## config.mk

```make
export PLATFORM = sky130hd
export DESIGN_NAME = ckt_cell
export DESIGN_NICKNAME = d
export VERILOG_FILES = /design/src/hdl/ckt_pkg.sv /design/src/hdl/ckt_cell.sv
export SDC_FILE = /design/constraint.sdc
export NUM_CORES = 1
export LEC_CHECK = 0
export BUFFER_PORTS_ARGS = -buffer_cell sky130_fd_sc_hd__buf_2
export CAP_MARGIN = 10
export CORE_AREA = 4 4 242 244
export DETAILED_ROUTE_END_ITERATION = 16
export DIE_AREA = 0 0 246 248
export GPL_ROUTABILITY_DRIVEN = 0
export PLACE_DENSITY_LB_ADDON = 0.12
export SLEW_MARGIN = 0
export SYNTH_ARGS = -nofsm -noshare
export SYNTH_HDL_FRONTEND = slang
export SYNTH_SLANG_ARGS = --single-unit
```

## constraint.sdc

```tcl
create_clock -name clk -period 8.2 [get_ports clk]
set_input_delay 1.23 -clock clk [delete_from_list [all_inputs] [get_ports clk]]
set_output_delay 1.23 -clock clk [all_outputs]
set_load 0.005 [all_outputs]
```

## src/hdl/ckt_pkg.sv

```systemverilog
`default_nettype none

package ckt_pkg;

    // Input operation codes.
    localparam logic [2:0] OP_TICK   = 3'd0;
    localparam logic [2:0] OP_REPLY  = 3'd1;
    localparam logic [2:0] OP_ADD    = 3'd2;
    localparam logic [2:0] OP_REMOVE = 3'd3;
    localparam logic [2:0] OP_SYNC   = 3'd4;

    // Result kinds.
    localparam logic [3:0] KIND_HEARTBEAT = 4'd0;
    localparam logic [3:0] KIND_TIMEOUT   = 4'd1;
    localparam logic [3:0] KIND_ADDED     = 4'd2;
    localparam logic [3:0] KIND_DUPLICATE = 4'd3;
    localparam logic [3:0] KIND_FULL      = 4'd4;
    localparam logic [3:0] KIND_REMOVED   = 4'd5;
    localparam logic [3:0] KIND_NOT_FOUND = 4'd6;
    localparam logic [3:0] KIND_REPLY_OK  = 4'd7;
    localparam logic [3:0] KIND_REPLY_IGN = 4'd8;
    localparam logic [3:0] KIND_SYNC      = 4'd9;
    localparam logic [3:0] KIND_TICK_DONE = 4'd10;

    // Configuration register indexes.
    localparam logic [1:0] REG_INTERVAL    = 2'd0;
    localparam logic [1:0] REG_RETRY_LIMIT = 2'd1;
    localparam logic [1:0] REG_TIMEOUT     = 2'd2;

    // Configuration reset values.
    localparam logic [15:0] INTERVAL_RESET    = 16'd1000;
    localparam logic [3:0]  RETRY_LIMIT_RESET = 4'd5;
    localparam logic [31:0] TIMEOUT_RESET     = 32'd10000;

    localparam logic [3:0] TRIES_MAX = 4'd15;

    typedef struct packed {
        logic [15:0] interval;
        logic [3:0]  retry_limit;
        logic [31:0] timeout;
    } ckt_cfg_t;

    typedef struct packed {
        logic        valid;
        logic [31:0] address;
        logic [15:0] port;
        logic [15:0] id;
        logic [31:0] last_heard;
        logic [31:0] probe_sent;
        logic        waiting;
        logic [3:0]  tries;
    } peer_entry_t;

    typedef enum logic [2:0] {
        CELL_HOLD,
        CELL_LOAD_NEW,
        CELL_FROM_LEFT,
        CELL_FROM_RIGHT,
        CELL_CLEAR,
        CELL_REPLY,
        CELL_PROBE
    } cell_op_t;

endpackage

`default_nettype wire

```

## src/hdl/ckt_cell.sv

```systemverilog
`default_nettype none

module ckt_cell (
    input  wire                   clk,
    input  wire                   rst_n,
    input  ckt_pkg::cell_op_t     op,
    input  ckt_pkg::peer_entry_t  new_entry,
    input  ckt_pkg::peer_entry_t  left_entry,
    input  ckt_pkg::peer_entry_t  right_entry,
    input  wire [31:0]            clock_ms,
    input  ckt_pkg::ckt_cfg_t     cfg,
    output ckt_pkg::peer_entry_t  entry,
    output logic                  drop,
    output logic                  probe
);
    import ckt_pkg::*;

    logic        valid_reg, valid_next;
    peer_entry_t data_reg, data_next;
    logic [31:0] elapsed;
    logic [20:0] retry_due;

    // The stored peer, with the valid bit taken from its reset flop.
    always_comb
    begin
        entry       = data_reg;
        entry.valid = valid_reg;
    end

    // Timeout and heartbeat decisions against the current clock.
    always_comb
    begin
        elapsed   = clock_ms - data_reg.last_heard;
        retry_due = 21'(cfg.interval) * 21'({1'b0, data_reg.tries} + 5'd1);
        drop      = (elapsed >= 32'(cfg.interval)) &&
                    ((elapsed >= cfg.timeout) || (data_reg.tries >= cfg.retry_limit));
        probe     = !data_reg.waiting || (elapsed >= 32'(retry_due));
    end

    // Next contents: load, shift from a neighbor, or update in place.
    always_comb
    begin
        valid_next = valid_reg;
        data_next  = data_reg;
        case (op)
            CELL_LOAD_NEW:
            begin
                valid_next = 1'b1;
                data_next  = new_entry;
            end
            CELL_FROM_LEFT:
            begin
                valid_next = left_entry.valid;
                data_next  = left_entry;
            end
            CELL_FROM_RIGHT:
            begin
                valid_next = right_entry.valid;
                data_next  = right_entry;
            end
            CELL_CLEAR:
            begin
                valid_next = 1'b0;
            end
            CELL_REPLY:
            begin
                data_next.last_heard = clock_ms;
                data_next.waiting    = 1'b0;
                data_next.tries      = 4'd0;
            end
            CELL_PROBE:
            begin
                if (data_reg.tries == 4'd0)
                begin
                    data_next.probe_sent = clock_ms;
                end
                data_next.waiting = 1'b1;
                if (data_reg.tries != TRIES_MAX)
                begin
                    data_next.tries = data_reg.tries + 4'd1;
                end
            end
            default:
            begin
                valid_next = valid_reg;
            end
        endcase
    end

    always_ff @(posedge clk or negedge rst_n)
    begin
        if (!rst_n)
        begin
            valid_reg <= 1'b0;
        end
        else
        begin
            valid_reg <= valid_next;
        end
    end

    always_ff @(posedge clk)
    begin
        data_reg <= data_next;
    end

endmodule

`default_nettype wire

```

=== Yosys cells after proc, flatten, opt, wreduce, memory -nomap -nowiden ===
Cells that the tools add are included.

* Register bits: 134
* Bits of input ports: 491
* Output and inout port bits: 136
* Logic and storage cells: 44

* $add $sub $neg: 3
* Multipliers: 1
* Magnitude comparators: 4
* Equality and inequality tests: 9
* Multiplexer cells: 7
* Reductions and logical operators: 12

{| class="wikitable"
|+ Operators by type and width
! operator !! number
|-
| 32-bit one-hot mux with 4 select lines || 2
|-
| 64-bit one-hot mux with 3 select lines || 1
|-
| 32-bit by 16-bit greater-or-equal comparator with 1-bit output || 1
|-
| 32-bit by 21-bit greater-or-equal comparator with 1-bit output || 1
|-
| 32-bit greater-or-equal comparator || 1
|-
| 32-bit 2-to-1 mux || 1
|-
| 32-bit subtractor || 1
|-
| 5-bit one-hot mux with 5 select lines || 1
|-
| 16-bit by 5-bit multiplier with 21-bit output || 1
|-
| 4-bit nonzero test || 3
|-
| 3-bit equality test (second input constant) || 3
|-
| 3-bit by 2-bit equality test with 1-bit output (second input constant) || 2
|-
| 4-bit by 1-bit adder with 5-bit output (second input constant) || 1
|-
| 5-bit nonzero test || 1
|-
| 4-bit by 1-bit adder with 4-bit output (second input constant) || 1
|-
| 4-bit greater-or-equal comparator || 1
|-
| 4-bit zero test || 1
|-
| 4-bit 2-to-1 mux || 1
|-
| 2-bit inequality test (second input constant) || 2
|-
| 4-bit inequality test (second input constant) || 1
|-
| 1-bit one-hot mux with 4 select lines || 1
|-
| 2-bit AND reduction || 2
|-
| 3-bit by 1-bit equality test with 1-bit output (second input constant) || 1
|-
| 3-bit nonzero test || 1
|-
| other kinds (3) || 4
|}

=== Depth between registers and ports, before layout ===
Gate-level depths: netlist of the first run.

* Depth after elaboration: 4
* Mapped depth: 29
* Depth with buffers taken out: 27

=== Least setup slack after synthesis of the first run ===
OpenSTA, ideal clock, no wires.

* Path type: register -> output
* Start: register data_reg (netlist bit entry[0])
* End: output port probe
* Data arrival time: 5.964 ns
* Data required time: 6.970 ns
* Path slack: 1.006 ns
* Stages on the path, launching flop included: 25
* Cells stage by stage: edfxtp_1 -> ha_1 -> and3_1 -> clkbuf_1 -> clkbuf_1 -> nand2_1 -> fa_1 -> fa_1 -> fa_1 -> inv_1 -> ha_1 -> a21oi_1 -> nand2b_1 -> a21oi_1 -> o41ai_1 -> o211ai_1 -> a21oi_1 -> a311oi_1 -> ha_1 -> or4_1 -> a21oi_1 -> a211oi_1 -> a41o_1 -> o221ai_1 -> nand4b_1

* Longest elaborated chain between the ends: 4

{| class="wikitable"
|+ RTL lines
! element !! RTL line !! text
|-
| start, declared || ckt_cell.sv:19 || <nowiki>peer_entry_t data_reg, data_next;</nowiki>
|-
| start signal, assigned || ckt_cell.sv:104 || <nowiki>data_reg <= data_next;</nowiki>
|-
| 4-bit by 1-bit adder with 5-bit output || ckt_cell.sv:34 || <nowiki>retry_due = 21'(cfg.interval) * 21'({1'b0, data_reg.tries} + 5'd1);</nowiki>
|-
| 16-bit by 5-bit multiplier with 21-bit output || ckt_cell.sv:34 ||
|-
| 32-bit by 21-bit greater-or-equal comparator with 1-bit output || ckt_cell.sv:37 || <nowiki>probe = !data_reg.waiting || (elapsed >= 32'(retry_due));</nowiki>
|-
| 1-bit logical OR || ckt_cell.sv:37 ||
|-
| end, declared || ckt_cell.sv:14 || <nowiki>output logic probe</nowiki>
|}

No other way between the ends.

=== Final worst setup path of the first run ===
* Start: register data_reg (netlist bit entry[1])
* End: output port probe

The elaborated chain is that of the path after synthesis.

==> metrics.yaml, run 1 <==
insertion_delay_ps: 470
crit_buf_inv: 5
syn_to_final_growth_pct: 32.9
cp_slowest_stage_delay_ps: 560
finalMaxSlewViolations: 0
multi_input_area_um2: 8970
leakage_uw: 0.00885
peakVddDrop_mv: 0.142
worstPathArrival_ps: 6670
ys.flop_type: "edfxtp_1"
drive_gt1_share_pct: 32.6
cts_tree: "built"
yosys_warnings: 0
clock-root-buffer: "clkbuf_16"
dieArea_um2: 61000
final.setup.tns_ps: 0
syn_avg_cell_area_um2: 8.57
synth_seq_area_share_pct: 28.8
worst_pin_slew_ps: 893
setup_viol: 0
dp_hpwl_mm: 62.4
nets: 2868
async_reset_ff_share_pct: 0.746
fill_cells: 6122
hold_path.class: "input pin to async pin"
drt_iter0_drc: 1092
clk_path_buf_depth: 2
cp.required_ps: 6970
cp-start-kind: "flop"
syn_area_um2: 13900
synth_fp_nets: 2294
finClkSkew_ps: 9.40
ios: 627
worstSetupPathType: "flop to output port"
power_density_nw_per_um2: 201
coreArea_um2: 56300
drc_errors: 0
relSlewSlack_pct: 40.5
grt_setup_unrepaired: "no"
clk_pin_slew_ps: 70
largest_reg_flops: 133
fmax_ghz: 0.127
period_minus_slack_ps: 7900
ys_types: 65
path_max_fanout: 16
totalWireLength_mm: 73.7
drv_cap: 0
register_area_um2: 4020
grt_pass1_wl_mm: 102
syn_inst: 1625
drtAntennaViolNets: 0
rows: 87
hold_buffers: 0
synth_seq_cells: 134
synth_most_common_cell: "inv_1"
wl_per_cell_um: 24.6
r2r-start: "entry[0]"
yosysTopAreaCellShare_pct: 28.7
critical_path.startpoint: "entry[1]"
die-width_um: 246
timing.final.crit_share_pct: 96.3
hold_viol: 0
h-tree-depth: 4
track_usage_pct: 23.2
cts_made_buffers: 17
cp-end-kind: "output port"
drt_pass1_iterations: 5
synth-edff-count: 133
cts_sinks: 134
cp_slowest_cell: "fa_1"
synthTopCellsByArea: "edfxtp_1 29%, ha_1 12%, fa_1 6.2%"
die_h_um: 248
grt_max_degree: 94
overflow: 0
portBuffers: 625
synth.top_cells.by_count: "170 x inv_1, 163 x a21oi_1, 154 x nor2_1, 135 x ha_1, 133 x edfxtp_1"
via_per_inst: 4.92
outcome: "completed"
path_delay_family: "adder cells"
start_util_pct: 24.8
grt_pass1_vias: 14300
via_count: 14700
final_core_util_pct: 32.9
antenna_found_initial: 52
synth_top_cell_by_area: "edfxtp_1"
-- per-layer routing --
| metal | routed length (um) | track usage (%) |
|---|---|---|
| met1 | 33100 | 31.2 |
| met3 | 5670 | 7.62 |
| met4 | 1240 | 4.57 |
| met2 | 33500 | 36.3 |
| met5 | 189 | 2.31 |
-- placed cells by master (no fill, tap or decap), types with 6 or more instances in the layout --
cell type    n
a211oi_1    12
a21o_1      28
a21oi_1    161
a221oi_1     8
a31oi_1      9
and2_1      44
and3_1       6
buf_2      622
buf_4       25
clkbuf_16   17
diode_2     24
edfxtp_1   133
fa_1        43
ha_1       134
inv_1      169
mux2_2      25
mux2i_1     67
nand2_1    106
nand2b_1    18
nand3_1     21
nand4_1      9
nor2_1     153
nor2b_1     11
nor3_1      11
o21a_1      40
o21ai_0    109
o221ai_1    34
o22ai_1     57
xnor2_1     25
xor2_1      17
-- power by group --
group	internal (uW)	total, uW	switching (uW)
Clock	423	780	356
Sequential	845	882	37.1
Combinational	882	2060	1180
Total	2150	3720	1570
-- path summary, 6_finish.rpt --
path | endpoint | slack [ps] | cells after the start
worst max-delay path | probe | 300 | 25
worst min-delay path | valid_reg | 520 | 1
worst max register to register | entry[32] | 5700 | 6
worst min register to register | valid_reg | 590 | 2
max in group asynchronous | valid_reg | 7600 | 1
min in group clk | valid_reg | 590 | 2
-- stage by stage --
step	hold slack [ps]	area (um^2)	cells	setup slack, ps	total power (uW)
finish	518	18500	2992	304	3720
global route	488	18500	2977	5.64	4070
CTS	481	18400	2966	88.4	3760
detailed placement	576	17900	2934	357	2960
global placement	571	17900	2934	287	2930
floorplan	540	13900	1625	1010	2250
-- final cells by class --
cell class	count	share of cell area, %
Tap cell	756	5.11
Inverter	170	3.44
Antenna cell	24	0.324
Clock inverter	15	0.770
Clock buffer	17	2.30
Timing Repair Buffer	649	17.9
Multi-Input combinational cell	1227	48.4
Sequential cell	134	21.7
-- logic make-up after synthesis --
logic type / after synthesis / synth area share, %
mux: 92 / 6.83
xor+xnor: 43 / 2.70
simple gates: 412 / 13.8
compound gates: 502 / 22.3
fa+ha+maj: 178 / 18.3
buf+inv: 264 / 7.17
flops: 134 / 28.8
-- repair_timing --
action	CTS	global route
setup buffers	0	2
resized for setup	0	6
endpoints found under the setup margin	0	1
Note: power is estimated with default switching activity, not from simulation.
==> run 2, diff against run 1 <==
--- a/config.mk
+++ b/config.mk
@@ -11,6 +11,7 @@
 export DETAILED_ROUTE_END_ITERATION = 16
 export DIE_AREA = 0 0 246 248
 export GPL_ROUTABILITY_DRIVEN = 0
+export MAX_ROUTING_LAYER = met4
 export PLACE_DENSITY_LB_ADDON = 0.12
 export SLEW_MARGIN = 0
 export SYNTH_ARGS = -nofsm -noshare
==> metrics.yaml, run 2 (synthesized netlist as in run 1, its figures left out) <==
hold_viol: 0  # unchanged
setup_ws_ps: 336  # +32.3 ps
cts_sinks: 134  # unchanged
post-place-ws_ps: 357  # unchanged
portBuffers: 625  # unchanged
syn_to_final_growth_pct: 33.2
antenna_found_initial: 48  # -7.7%
drt_iter0_drc: 1023  # -6.3%
relSlewSlack_pct: 40.5  # +0.044 points
grt_max_degree: 94  # unchanged
final_core_util_pct: 33.0  # +0.058 points
drv_cap: 0  # unchanged
cp.required_ps: 6970  # about the same
drive_gt1_share_pct: 32.6  # unchanged
fmax_ghz: 0.127  # +0.41%
totalWireLength_mm: 73.6  # -0.16%
via_per_inst: 4.88  # -0.72%
drt_pass1_iterations: 5  # unchanged
final_cell_mix: "622 x buf_2, 169 x inv_1, 161 x a21oi_1, 153 x nor2_1, 134 x ha_1"
outcome: "completed"
ios: 627  # unchanged
finalMaxSlewViolations: 0  # unchanged
whs_ps: 520  # +2.00 ps
clk_path_buf_depth: 2  # unchanged
cts_made_buffers: 17  # unchanged
layout.cells.most_common: "buf_2"
start_util_pct: 24.8  # unchanged
grt_pass1_wl_mm: 102  # unchanged
wl_per_cell_um: 24.5  # -0.59%
track_usage_pct: 23.8  # +0.68 points
final.setup.tns_ps: 0  # unchanged
power_density_nw_per_um2: 201  # -0.21%
hold_path.class: "input pin to async pin"
finClkSkew_ps: 7.56  # -1.85 ps
insertion_delay_ps: 470  # about the same
via_count: 14700  # -0.29%
die_h_um: 248  # unchanged
setup_viol: 0  # unchanged
worst_pin_slew_ps: 892  # -0.662 ps
rows: 87  # unchanged
leakage_uw: 0.00885  # about the same
clk_pin_slew_ps: 70  # about the same
period_minus_slack_ps: 7860  # -32.4 ps
grt_setup_unrepaired: "no"
peakVddDrop_mv: 0.142  # about the same
coreArea_um2: 56300  # unchanged
dp_hpwl_mm: 62.4  # unchanged
cp-start-kind: "flop"
dieArea_um2: 61000  # unchanged
drtAntennaViolNets: 0  # unchanged
nets: 2868  # unchanged
hold_buffers: 0  # unchanged
h-tree-depth: 4  # unchanged
worstPathArrival_ps: 6630  # -40 ps
timing.final.crit_share_pct: 95.9  # -0.39 points
cts_tree: "built"
clock-root-buffer: "clkbuf_16"
worstSetupPathType: "flop to output port"
cp-end-kind: "output port"
path_max_fanout: 16  # unchanged
largest_reg_flops: 133  # unchanged
grt_pass1_vias: 14400  # +0.12%
overflow: 0  # unchanged
drc_errors: 0  # unchanged
die-width_um: 246  # unchanged
run 2: power breakdown:
group | switching, uW | total [uW] | internal (uW)
Sequential | 37.0 | 882 | 845
Combinational | 1180 | 2060 | 882
Clock | 354 | 777 | 423
run 2: area by class of cell:
type	count	area [um^2]
tap	756	946
clock inverter	15	143
multi-input combinational	1227	8970
timing repair buffer	649	3320
clock buffer	17	425
sequential	134	4020
fill	6125	37700
antenna	37	92.6
inverter	170	638
run 2: metrics by stage:
| stage | instance area, um^2 | std cells | total power, uW |
|---|---|---|---|
| 6_report | 18600 | 3005 | 3720 |
| 3_3_place_gp | 17900 | 2934 | 2930 |
| 4_1_cts | 18400 | 2966 | 3760 |
| 2_1_floorplan | 13900 | 1625 | 2250 |
| 3_5_place_dp | 17900 | 2934 | 2960 |
| 5_1_grt | 18500 | 2992 | 4070 |
run 2: critical path: stages, from the launching register on:
cell      delay (ps)
edfxtp_1         450
ha_2             230
and3_1           200
buf_4            200
and2_1           190
fa_1             520
fa_1             560
inv_1             60
fa_1             530
inv_1             40
ha_1             320
nand2b_1          80
a21oi_1           80
o41ai_1          240
buf_4            180
o211ai_1         100
a21oi_1          290
a311oi_1         160
ha_1             220
or4_1            520
a21oi_1          170
a211oi_1         100
a41o_1           220
o221ai_1         170
nand4b_1         160
buf_2            170
run 2: timing repair:
action / in CTS / in global routing
resized for setup: 0 / 6
setup buffers: 0 / 2
hold endpoints to repair: 0 / 0
setup endpoints to repair: 0 / 1
run 2: final timing paths:
path                       startpoint         to  slack, ps  cells after the start
min reg2reg                 valid_reg  valid_reg        590                      2
min in group clk            valid_reg  valid_reg        590                      2
max reg2reg                  entry[0]  entry[32]       5710                      6
min                             rst_n  valid_reg        520                      1
max in group asynchronous       rst_n  valid_reg       7600                      1
max                          entry[1]      probe        340                     25
run 2: per-layer routing:
metal  vias to the layer above  part of all wire (%)  track usage (%)
li1                       7057                     -                -
met3                        74                   7.9             7.53
met2                       526                    46             36.3
met4                         0                   1.6             4.51
met5                         -                     0                -
met1                      7008                    45             31.5
